`config.mk`:
```
export PLATFORM = sky130hd
export DESIGN_NAME = crispr_pam_site_scanner
export DESIGN_NICKNAME = d
export VERILOG_FILES = /design/src/hw/rtl/cps_pkg.sv /design/src/hw/rtl/crispr_pam_site_scanner.sv /design/src/hw/rtl/cps_front.sv /design/src/hw/rtl/cps_fifo.sv /design/src/hw/rtl/cps_back.sv
export SDC_FILE = /design/constraint.sdc
export NUM_CORES = 2
export LEC_CHECK = 0
export ABC_AREA = 1
export BUFFER_PORTS_ARGS = -buffer_cell sky130_fd_sc_hd__buf_2
export CELL_PAD_IN_SITES_DETAIL_PLACEMENT = 1
export CELL_PAD_IN_SITES_GLOBAL_PLACEMENT = 1
export CORE_ASPECT_RATIO = 1.75
export CORE_MARGIN = 1
export CORE_UTILIZATION = 46
export DETAILED_ROUTE_END_ITERATION = 8
export GPL_TIMING_DRIVEN = 0
export PLACE_DENSITY_LB_ADDON = 0.12
export SLEW_MARGIN = 10
export SYNTH_ARGS = -nofsm -noshare
export SYNTH_HDL_FRONTEND = slang
export SYNTH_SLANG_ARGS = --single-unit
```
`constraint.sdc`:
```
create_clock -name clk -period 13.2 [get_ports clk]
set_clock_uncertainty 0.1 [all_clocks]
set_input_delay 1.32 -clock clk [delete_from_list [all_inputs] [get_ports clk]]
set_output_delay 1.32 -clock clk [all_outputs]
set_load 0.02 [all_outputs]
```
`src/hw/rtl/cps_pkg.sv`:
```
// Shared types and constants for the PAM site scanner.
// No dependencies; imported by every module of the block.
package cps_pkg;

	localparam int POS_W    = 32;
	localparam int PS_BITS  = 60;
	localparam int PLEN_W   = 5;
	localparam int ADDR_W   = 5;
	localparam int DATA_W   = 64;

	// base codes
	localparam logic [2:0] CODE_A = 3'd0;
	localparam logic [2:0] CODE_C = 3'd1;
	localparam logic [2:0] CODE_G = 3'd2;
	localparam logic [2:0] CODE_T = 3'd3;
	localparam logic [2:0] CODE_N = 3'd4;

	localparam logic [7:0] BYTE_LF = 8'd10;

	localparam logic STRAND_FWD = 1'b0;
	localparam logic STRAND_REV = 1'b1;

	// register indexes (byte address 8*index)
	localparam logic [1:0] REG_PAM_LOW  = 2'd0;
	localparam logic [1:0] REG_PAM_HIGH = 2'd1;
	localparam logic [1:0] REG_PAM_LEN  = 2'd2;

	localparam logic [63:0]       PAM_LOW_RST  = 64'd1103;
	localparam logic [15:0]       PAM_HIGH_RST = 16'd0;
	localparam logic [PLEN_W-1:0] PAM_LEN_RST  = 5'd3;

	// one evaluated base that produced at least one hit
	typedef struct packed {
		logic               fwd;
		logic               rev;
		logic [PLEN_W-1:0]  plen;
		logic [POS_W-1:0]   cnt;
		logic [PS_BITS-1:0] fwd_ps;
		logic [PS_BITS-1:0] rev_ps;
	} entry_t;

endpackage

```
`src/hw/rtl/crispr_pam_site_scanner.sv`:
```
// PAM site scanner top level: configuration registers and front/queue/back wiring.
// Depends on cps_pkg, cps_front, cps_fifo, cps_back.
//
// Usage:
//   Input channel (in_valid/in_ready) takes one sequence byte per transfer with
//   new_sequence; line feeds are dropped, new_sequence restarts the window and count.
//   Output channel (out_valid/out_ready) gives one hit per transfer: strand, 1-based
//   start_pos/end_pos and the 20-base protospacer; last marks the final hit of a base.
//   Registers on the APB port: 0x00 PAM masks 0-15, 0x08 masks 16-19, 0x10 PAM length.
//   Write them only while no bases are in flight.
// Timing:
//   A base enters every cycle while in_ready is high. Its first hit passes the window
//   register, the queue and the output register; a base that hits both strands gives
//   two results, which is what sets the rate: one result per cycle out of the output register while out_ready is high.
//   A two-entry queue lets the front end run on while a result waits.
// Reset clears the window to N, the count to zero, the queue and the output valid.
// When the receiver stalls the output holds, the queue fills, and in_ready drops
// once a hitting base cannot be queued.
module crispr_pam_site_scanner
	import cps_pkg::*;
#(
	parameter int PROTO_LEN = 20,
	parameter int PAM_MAX   = 20
) (
	input  logic               clk,
	input  logic               arst_n,
	input  logic               psel,
	input  logic               penable,
	input  logic               pwrite,
	input  logic [ADDR_W-1:0]  paddr,
	input  logic [DATA_W-1:0]  pwdata,
	output logic [DATA_W-1:0]  prdata,
	output logic               pready,
	input  logic               in_valid,
	output logic               in_ready,
	input  logic [7:0]         base,
	input  logic               new_sequence,
	output logic               out_valid,
	input  logic               out_ready,
	output logic               strand,
	output logic [POS_W-1:0]   start_pos,
	output logic [POS_W-1:0]   end_pos,
	output logic [PS_BITS-1:0] protospacer,
	output logic               last
);

	logic [63:0]       pam_low_q;
	logic [15:0]       pam_high_q;
	logic [PLEN_W-1:0] pam_len_q;
	logic              wr_en;
	logic [1:0]        reg_idx;

	logic   fifo_full, fifo_not_empty, push, pop;
	entry_t push_data, head;

	assign pready  = 1'b1;
	assign wr_en   = psel && penable && pwrite;
	assign reg_idx = paddr[4:3];

	always_ff @(posedge clk or negedge arst_n) begin
		if (!arst_n) begin
			pam_low_q  <= PAM_LOW_RST;
			pam_high_q <= PAM_HIGH_RST;
			pam_len_q  <= PAM_LEN_RST;
		end else if (wr_en) begin
			case (reg_idx)
				REG_PAM_LOW:  pam_low_q  <= pwdata;
				REG_PAM_HIGH: pam_high_q <= pwdata[15:0];
				REG_PAM_LEN:  pam_len_q  <= pwdata[PLEN_W-1:0];
				default:      ;
			endcase
		end
	end

	always_comb begin
		case (reg_idx)
			REG_PAM_LOW:  prdata = pam_low_q;
			REG_PAM_HIGH: prdata = {48'd0, pam_high_q};
			REG_PAM_LEN:  prdata = {{(DATA_W-PLEN_W){1'b0}}, pam_len_q};
			default:      prdata = '0;
		endcase
	end

	cps_front #(
		.PROTO_LEN(PROTO_LEN),
		.PAM_MAX  (PAM_MAX)
	) u_front (
		.clk           (clk),
		.arst_n        (arst_n),
		.in_valid      (in_valid),
		.in_ready      (in_ready),
		.base          (base),
		.new_sequence  (new_sequence),
		.pam_codes_low (pam_low_q),
		.pam_codes_high(pam_high_q),
		.pam_length    (pam_len_q),
		.fifo_full     (fifo_full),
		.push          (push),
		.push_data     (push_data)
	);

	cps_fifo u_fifo (
		.clk      (clk),
		.arst_n   (arst_n),
		.push     (push),
		.push_data(push_data),
		.pop      (pop),
		.full     (fifo_full),
		.not_empty(fifo_not_empty),
		.head     (head)
	);

	cps_back #(
		.PROTO_LEN(PROTO_LEN)
	) u_back (
		.clk        (clk),
		.arst_n     (arst_n),
		.head_valid (fifo_not_empty),
		.head       (head),
		.pop        (pop),
		.out_valid  (out_valid),
		.out_ready  (out_ready),
		.strand     (strand),
		.start_pos  (start_pos),
		.end_pos    (end_pos),
		.protospacer(protospacer),
		.last       (last)
	);

endmodule

```
`src/hw/rtl/cps_front.sv`:
```
// Front end: base decode, window shift line, position count and PAM match on both strands.
// Depends on cps_pkg; pushes hit entries into cps_fifo.
module cps_front
	import cps_pkg::*;
#(
	parameter int PROTO_LEN = 20,
	parameter int PAM_MAX   = 20
) (
	input  logic              clk,
	input  logic              arst_n,
	input  logic              in_valid,
	output logic              in_ready,
	input  logic [7:0]        base,
	input  logic              new_sequence,
	input  logic [63:0]       pam_codes_low,
	input  logic [15:0]       pam_codes_high,
	input  logic [PLEN_W-1:0] pam_length,
	input  logic              fifo_full,
	output logic              push,
	output entry_t            push_data
);

	localparam int WIN  = PROTO_LEN + PAM_MAX;
	localparam int PS_W = 3 * PROTO_LEN;
	localparam int PLW  = $clog2(PAM_MAX + 1);

	function automatic logic [2:0] byte_code(input logic [7:0] b);
		logic [7:0] u;
		u = b;
		if (u >= "a" && u <= "z")
			u = u - 8'd32;
		case (u)
			"A":     byte_code = CODE_A;
			"C":     byte_code = CODE_C;
			"G":     byte_code = CODE_G;
			"T":     byte_code = CODE_T;
			default: byte_code = CODE_N;
		endcase
	endfunction

	function automatic logic mask_hits(input logic [3:0] m, input logic [2:0] c);
		if (m == 4'hF)
			mask_hits = 1'b1;
		else if (c >= CODE_N)
			mask_hits = 1'b0;
		else
			mask_hits = m[c[1:0]];
	endfunction

	// A<->T, C<->G is a bit reversal of the mask
	function automatic logic [3:0] comp_mask(input logic [3:0] m);
		comp_mask = {m[0], m[1], m[2], m[3]};
	endfunction

	function automatic logic [2:0] comp_code(input logic [2:0] c);
		comp_code = (c < CODE_N) ? (3'd3 - c) : CODE_N;
	endfunction

	logic [2:0]       win_q [WIN];
	logic [POS_W-1:0] cnt_q;
	logic             valid_s1;

	logic [PLW-1:0]   plen;
	logic [79:0]      pam_vec;
	logic [3:0]       masks [PAM_MAX];
	logic [3:0]       fmask [PAM_MAX];
	logic             fwd_ok, rev_ok, enough, hit_f, hit_r, adv, in_xfer;
	logic [3*WIN-1:0] win_flat;
	logic [PS_W-1:0]  sel, fwd_ps, rev_ps;
	logic [PS_W+PS_BITS-1:0] fwd_ext, rev_ext;

	always_comb begin
		if (pam_length == '0)
			plen = PLW'(1);
		else if (pam_length > PLEN_W'(PAM_MAX))
			plen = PLW'(PAM_MAX);
		else
			plen = pam_length[PLW-1:0];
	end

	assign pam_vec = {pam_codes_high, pam_codes_low};

	// forward pattern position k lines up with window slot plen-1-k
	always_comb begin
		for (int k = 0; k < PAM_MAX; k++)
			masks[k] = pam_vec[4*k +: 4];
		for (int i = 0; i < PAM_MAX; i++) begin
			fmask[i] = 4'hF;
			for (int k = 0; k < PAM_MAX; k++)
				if ((PLW+1)'(k + i + 1) == (PLW+1)'(plen))
					fmask[i] = masks[k];
		end
	end

	always_comb begin
		fwd_ok = 1'b1;
		rev_ok = 1'b1;
		for (int i = 0; i < PAM_MAX; i++) begin
			if (PLW'(i) < plen) begin
				if (!mask_hits(fmask[i], win_q[i]))
					fwd_ok = 1'b0;
				if (!mask_hits(comp_mask(masks[i]), win_q[PROTO_LEN + i]))
					rev_ok = 1'b0;
			end
		end
	end

	assign enough = cnt_q >= (POS_W'(PROTO_LEN) + POS_W'(plen));
	assign hit_f  = valid_s1 && enough && fwd_ok;
	assign hit_r  = valid_s1 && enough && rev_ok;

	always_comb begin
		for (int i = 0; i < WIN; i++)
			win_flat[3*i +: 3] = win_q[i];
		sel = win_flat[3 +: PS_W];
		for (int p = 1; p <= PAM_MAX; p++)
			if (plen == PLW'(p))
				sel = win_flat[3*p +: PS_W];
		for (int j = 0; j < PROTO_LEN; j++) begin
			fwd_ps[3*j +: 3] = sel[3*(PROTO_LEN-1-j) +: 3];
			rev_ps[3*j +: 3] = comp_code(win_q[j]);
		end
	end

	assign fwd_ext = {{PS_BITS{1'b0}}, fwd_ps};
	assign rev_ext = {{PS_BITS{1'b0}}, rev_ps};

	// stage holds while a hit cannot enter the queue
	assign adv      = !valid_s1 || !(hit_f || hit_r) || !fifo_full;
	assign in_ready = adv;
	assign in_xfer  = in_valid && in_ready;
	assign push     = valid_s1 && (hit_f || hit_r) && !fifo_full;

	always_comb begin
		push_data.fwd    = hit_f;
		push_data.rev    = hit_r;
		push_data.plen   = PLEN_W'(plen);
		push_data.cnt    = cnt_q;
		push_data.fwd_ps = fwd_ext[PS_BITS-1:0];
		push_data.rev_ps = rev_ext[PS_BITS-1:0];
	end

	always_ff @(posedge clk or negedge arst_n) begin
		if (!arst_n) begin
			for (int i = 0; i < WIN; i++)
				win_q[i] <= CODE_N;
			cnt_q    <= '0;
			valid_s1 <= 1'b0;
		end else if (in_xfer) begin
			if (base == BYTE_LF) begin
				if (new_sequence) begin
					for (int i = 0; i < WIN; i++)
						win_q[i] <= CODE_N;
					cnt_q <= '0;
				end
				valid_s1 <= 1'b0;
			end else begin
				win_q[0] <= byte_code(base);
				for (int i = 1; i < WIN; i++)
					win_q[i] <= new_sequence ? CODE_N : win_q[i-1];
				if (new_sequence)
					cnt_q <= POS_W'(1);
				else if (cnt_q != '1)
					cnt_q <= cnt_q + POS_W'(1);
				valid_s1 <= 1'b1;
			end
		end else if (adv) begin
			valid_s1 <= 1'b0;
		end
	end

endmodule

```
`src/hw/rtl/cps_fifo.sv`:
```
// Two-entry queue of hit entries between front and back end.
// Depends on cps_pkg for entry_t.
module cps_fifo
	import cps_pkg::*;
(
	input  logic   clk,
	input  logic   arst_n,
	input  logic   push,
	input  entry_t push_data,
	input  logic   pop,
	output logic   full,
	output logic   not_empty,
	output entry_t head
);

	localparam int DEPTH = 2;

	entry_t     mem_q [DEPTH];
	logic       wr_ptr_q, rd_ptr_q;
	logic [1:0] count_q;

	assign full      = count_q == 2'(DEPTH);
	assign not_empty = count_q != 2'd0;
	assign head      = mem_q[rd_ptr_q];

	always_ff @(posedge clk) begin
		if (push)
			mem_q[wr_ptr_q] <= push_data;
	end

	always_ff @(posedge clk or negedge arst_n) begin
		if (!arst_n) begin
			wr_ptr_q <= 1'b0;
			rd_ptr_q <= 1'b0;
			count_q  <= 2'd0;
		end else begin
			if (push)
				wr_ptr_q <= ~wr_ptr_q;
			if (pop)
				rd_ptr_q <= ~rd_ptr_q;
			case ({push, pop})
				2'b10:   count_q <= count_q + 2'd1;
				2'b01:   count_q <= count_q - 2'd1;
				default: count_q <= count_q;
			endcase
		end
	end

endmodule

```
`src/hw/rtl/cps_back.sv`:
```
// Back end: expands a queued entry into one or two results and holds the output register.
// Depends on cps_pkg; reads the head of cps_fifo.
module cps_back
	import cps_pkg::*;
#(
	parameter int PROTO_LEN = 20
) (
	input  logic               clk,
	input  logic               arst_n,
	input  logic               head_valid,
	input  entry_t             head,
	output logic               pop,
	output logic               out_valid,
	input  logic               out_ready,
	output logic               strand,
	output logic [POS_W-1:0]   start_pos,
	output logic [POS_W-1:0]   end_pos,
	output logic [PS_BITS-1:0] protospacer,
	output logic               last
);

	logic             out_valid_q, sub_q, load, emit_fwd;
	logic [POS_W-1:0] fwd_end;

	assign load     = head_valid && (!out_valid_q || out_ready);
	// forward result goes first; sub_q marks it as already sent
	assign emit_fwd = head.fwd && !sub_q;
	assign pop      = load && (!emit_fwd || !head.rev);
	assign fwd_end  = head.cnt - POS_W'(head.plen);

	always_ff @(posedge clk or negedge arst_n) begin
		if (!arst_n) begin
			out_valid_q <= 1'b0;
			sub_q       <= 1'b0;
		end else begin
			if (load)
				out_valid_q <= 1'b1;
			else if (out_ready)
				out_valid_q <= 1'b0;
			if (load)
				sub_q <= emit_fwd && head.rev;
		end
	end

	always_ff @(posedge clk) begin
		if (load) begin
			if (emit_fwd) begin
				strand      <= STRAND_FWD;
				start_pos   <= fwd_end - POS_W'(PROTO_LEN - 1);
				end_pos     <= fwd_end;
				protospacer <= head.fwd_ps;
				last        <= !head.rev;
			end else begin
				strand      <= STRAND_REV;
				start_pos   <= head.cnt - POS_W'(PROTO_LEN - 1);
				end_pos     <= head.cnt;
				protospacer <= head.rev_ps;
				last        <= 1'b1;
			end
		end
	end

	assign out_valid = out_valid_q;

endmodule

```
==> out/metrics.cfg, run 1 <==
[clock_network]
ctsHoldBuffers=0
cts_resized=0
clockBufferDepth=3
clock-sinks=688
numCtsBuffers=70
cts_htree_levels=3
root_buffer=clkbuf_16
post-cts-setup-buffer-count=0

[global_routing]
grt_usage_pct=73.4
grt_pass1_wl_um=574000
grt_max_degree=89
grt_pass1_vias=70200
overflow=677

[synthesis]
synth_top_area_share_pct=27.7
netlist_instances=6672
ys_top_cells_by_count=nand2_1 (1,974), nor2_1 (581), clkbuf_1 (491)
ys.flop_type=edfxtp_1
synth_enable_flop_cells=444
synth_area_leaders=edfxtp_1 (28%), nand2_1 (15%), dfrtp_1 (10%)
syn_nets=6773
synthArstFlopShare_pct=35.5
yosysTopAreaCell=edfxtp_1
synth-seq-cells=688
yosysMostFrequentCell=nand2_1
yosysWarnings=0
avgSynthCellArea_sq_um=7.23
ys_seq_area_share_pct=40.4
syn_area_sq_um=48200
synth_cell_types=61

[floorplanning]
die_w_um=247
die-height_um=430
pin_count=278
num_rows=156
initial_utilization_pct=46.5

[placed_design]
place.gp.congestion=1.15
portBuffers=273
hpwlAfterDp_um=232000

[run_status]
lastStage=global routing
outcome=aborted with a tool error
error=[ERROR GRT-0116] Global routing finished with congestion. Check the congestion regions in the DRC Viewer.

[layer usage]
layer | GRT overflow | GRT usage (%)
met4 | 333 | 77.5
met3 | 14 | 51.0
met2 | 324 | 93.3
met1 | 4 | 73.7
met5 | 2 | 18.5
[logic make-up after synthesis]
logic type,Yosys count,share of synthesized area [%]
AOI/OAI and AO/OA,1436,18.1
buffers and inverters,1033,8.53
DFF,688,40.4
adders and majority gates,16,0.431
and+or+nand+nor,3350,29.6
xor gates and xnor gates,75,1.36
muxes,73,1.52
other,1,0.00778
[through the flow]
stage	hold slack (ps)	setup WS [ps]	utilization, %	cell area, sq um	instances
after CTS	395	3200	52.3	54300	8436
after detailed placement	364	3520	49.9	51700	8306
after global placement	349	-4390	49.5	51300	8288
after floorplan	340	2440	-	48200	6672
==> inputs of run 2 (changes only) <==
--- a/config.mk
+++ b/config.mk
@@ -7,14 +7,11 @@
 export LEC_CHECK = 0
 export ABC_AREA = 1
 export BUFFER_PORTS_ARGS = -buffer_cell sky130_fd_sc_hd__buf_2
-export CELL_PAD_IN_SITES_DETAIL_PLACEMENT = 1
-export CELL_PAD_IN_SITES_GLOBAL_PLACEMENT = 1
-export CORE_ASPECT_RATIO = 1.75
 export CORE_MARGIN = 1
-export CORE_UTILIZATION = 46
+export CORE_UTILIZATION = 37
 export DETAILED_ROUTE_END_ITERATION = 8
 export GPL_TIMING_DRIVEN = 0
-export PLACE_DENSITY_LB_ADDON = 0.12
+export PLACE_DENSITY_LB_ADDON = 0.15
 export SLEW_MARGIN = 10
 export SYNTH_ARGS = -nofsm -noshare
 export SYNTH_HDL_FRONTEND = slang
==> run 2 against run 1 <==
Effect of this change:
- synthesized cell count unchanged
- area after synthesis unchanged
- the flow now finishes without violations
==> out/metrics.cfg, run 2 <==
[pwr]
p_leak_nw=23.1
ir_drop_uv=123
p_per_area_nw_per_um2=182

[finish]
syn_to_final_growth_pct=14.5
fillCellCount=13500
post-route-cell-area_sq_um=55200
drive_above_1_share_pct=9.75
final-instance-count-excl-fill=8864
nets=7151
largest_register_ffs=318
top_register=u_fifo.mem_q
layout_commonest_cell=nand2_1
final_cell_mix=nand2_1 (1,974), nor2_1 (577), clkbuf_1 (499)

[synthesis]
ys.flop_type=edfxtp_1
ys_seq_area_share_pct=40.4
avgSynthCellArea_sq_um=7.23
yosysTopAreaCell=edfxtp_1
synth_area_leaders=edfxtp_1 (28%), nand2_1 (15%), dfrtp_1 (10%)
synth_enable_flop_cells=444
synth-seq-cells=688
yosysWarnings=0
netlist_instances=6672
synth_cell_types=61
ys_top_cells_by_count=nand2_1 (1,974), nor2_1 (581), clkbuf_1 (491)
synth_top_area_share_pct=27.7
synthArstFlopShare_pct=35.5
syn_area_sq_um=48200
syn_nets=6773
yosysMostFrequentCell=nand2_1

[setup_path]
end_kind=output pin
r2r_end=u_fifo.mem_q[0][4]$_DFFE_PP_
crit_path_top_delay_cell=clkbuf_1
worstSetupStartpointType=flip-flop
required_ps=11780
r2r_slack_ps=4210
slowest_delay_ps=800
cp.arrival_ps=8540
critical_path_class=flip-flop to output pin
timing.rr.start=pam_len_q[2]$_DFFE_PN0P_
cp_common_cell=nor2_1
crit_fanout=10
rr_worst_depth=33

[routing]
antenna_left=0
drt-initial-drc-count=7196
drc=0
drt_wl_total_um=273000
post_drt_via_cell_ratio=6.06
num_vias=53800
first_pass_iters=8
avgRoutedWirePerCell_um=30.8

[timing]
slew_viol_final=0
worst_slew_pin_slew_ps=1420
fin_crit_ps=9960
finalHoldViolations=0
setup_viol=0
period_share_pct=75.5
max_clock_freq_ghz=0.100
fin_hold_ws_ps=380
rsz0062_at_grt=no
slew_headroom_pct=5.26

[min_path]
hold_path.class=flip-flop to flip-flop
hold-path-cell-count=0
whs_endpoint=u_fifo.mem_q[0][138]$_DFFE_PP_
hold_start=u_front.cnt_q[18]$_DFFE_PN0P_

[clock_network]
insertion_delay_ps=730
cts_htree_levels=3
ctsHoldBuffers=0
numCtsBuffers=81
root_buffer=clkbuf_16
cts_resized=0
clk_pin_slew_ps=60
clockBufferDepth=3
post-cts-setup-buffer-count=0
clock-sinks=688
cts_tree=yes

[placed_design]
hpwlAfterDp_um=210000
portBuffers=273
place.gp.congestion=1.05
placed_cells=8709
place_area_sq_um=52300

[run]
maxCapViolations=0

[floorplanning]
die_w_um=363
num_rows=132
die_area_sq_um=132000
initial_utilization_pct=37.3
core_area_sq_um=129000
die-height_um=363
pin_count=278

[global_routing]
grt_pass1_vias=50000
overflow=0
grt_antenna_before_repair=14
grt_usage_pct=40.3
grt_pass1_wl_um=378000
grt_max_degree=103

[run_status]
outcome=complete, no violations

==> run 2: report_power, final <==
group | internal [mW] | leakage [nW] | switching (mW)
logic | 1.22 | 14.5 | 3.38
clock network | 1.44 | 1.38 | 1.01
registers | 2.78 | 7.25 | 0.229
total | 5.43 | 23.1 | 4.62
==> run 2: cell families after synthesis <==
| group | Yosys count | synth area share, % |
|---|---|---|
| buffers and inverters | 1033 | 8.53 |
| other | 1 | 0.00778 |
| xor gates and xnor gates | 75 | 1.36 |
| DFF | 688 | 40.4 |
| muxes | 73 | 1.52 |
| and+or+nand+nor | 3350 | 29.6 |
| adders and majority gates | 16 | 0.431 |
| AOI/OAI and AO/OA | 1436 | 18.1 |
==> run 2: worst max-delay path by stage <==
| stage | start | depth (start not counted) | end |
|---|---|---|---|
| 2_1_floorplan | pam_len_q[3]$_DFFE_PN0P_ | 30 | u_fifo.mem_q[0][0]$_DFFE_PP_ |
| 3_3_place_gp | pam_len_q[2]$_DFFE_PN0P_ | 26 | u_fifo.mem_q[0][63]$_DFFE_PP_ |
| 3_5_place_dp | pam_len_q[3]$_DFFE_PN0P_ | 32 | in_ready |
| 4_1_cts | pam_len_q[3]$_DFFE_PN0P_ | 32 | in_ready |
| 5_1_grt | pam_len_q[3]$_DFFE_PN0P_ | 32 | in_ready |
| 6_report | pam_len_q[2]$_DFFE_PN0P_ | 32 | in_ready |
==> run 2: metal layers <==
layer,vias up,GRT usage [%],part of all wire [%]
met4,12,26.6,7.5
met3,730,7.49,9.1
li1,23700,-,-
met1,26200,51.9,40
met5,-,0,0.033
met2,3077,61.8,43
==> run 2: critical path, delay by kind of cell (launching register included) <==
family	cells	cell delay [ps]
AO/OA/AOI/OAI	5	1090
adder cells (fa/ha/maj)	1	330
buffers and inverters	8	2150
flip-flops	1	350
AND/OR/NAND/NOR	18	3870
==> run 2: area by class of cell <==
class                           count  area [sq um]  area share [%]
Tap cell                         1742          2180            3.95
Clock buffer                      103          2210            4.00
Sequential cell                   688         19500            35.3
Timing Repair Buffer              295          1880            3.41
Buffer                            621          2570            4.66
Antenna cell                        5          12.5          0.0227
Multi-Input combinational cell   4951         24600            44.6
Clock inverter                     47           681            1.23
Inverter                          412          1550            2.80
==> run 2: per-stage QoR <==
stage	util, %	power, mW	TNS (ps)	setup WS (ps)
2_1_floorplan	-	5.59	0	2440
3_3_place_gp	40.0	7.51	-1691620	-5360
3_5_place_dp	40.5	7.51	0	4410
4_1_cts	42.7	9.95	0	3630
5_1_grt	42.7	10.4	0	3300
6_report	42.7	10.0	0	3240
No activity file was read; power rests on OpenSTA's default activity.
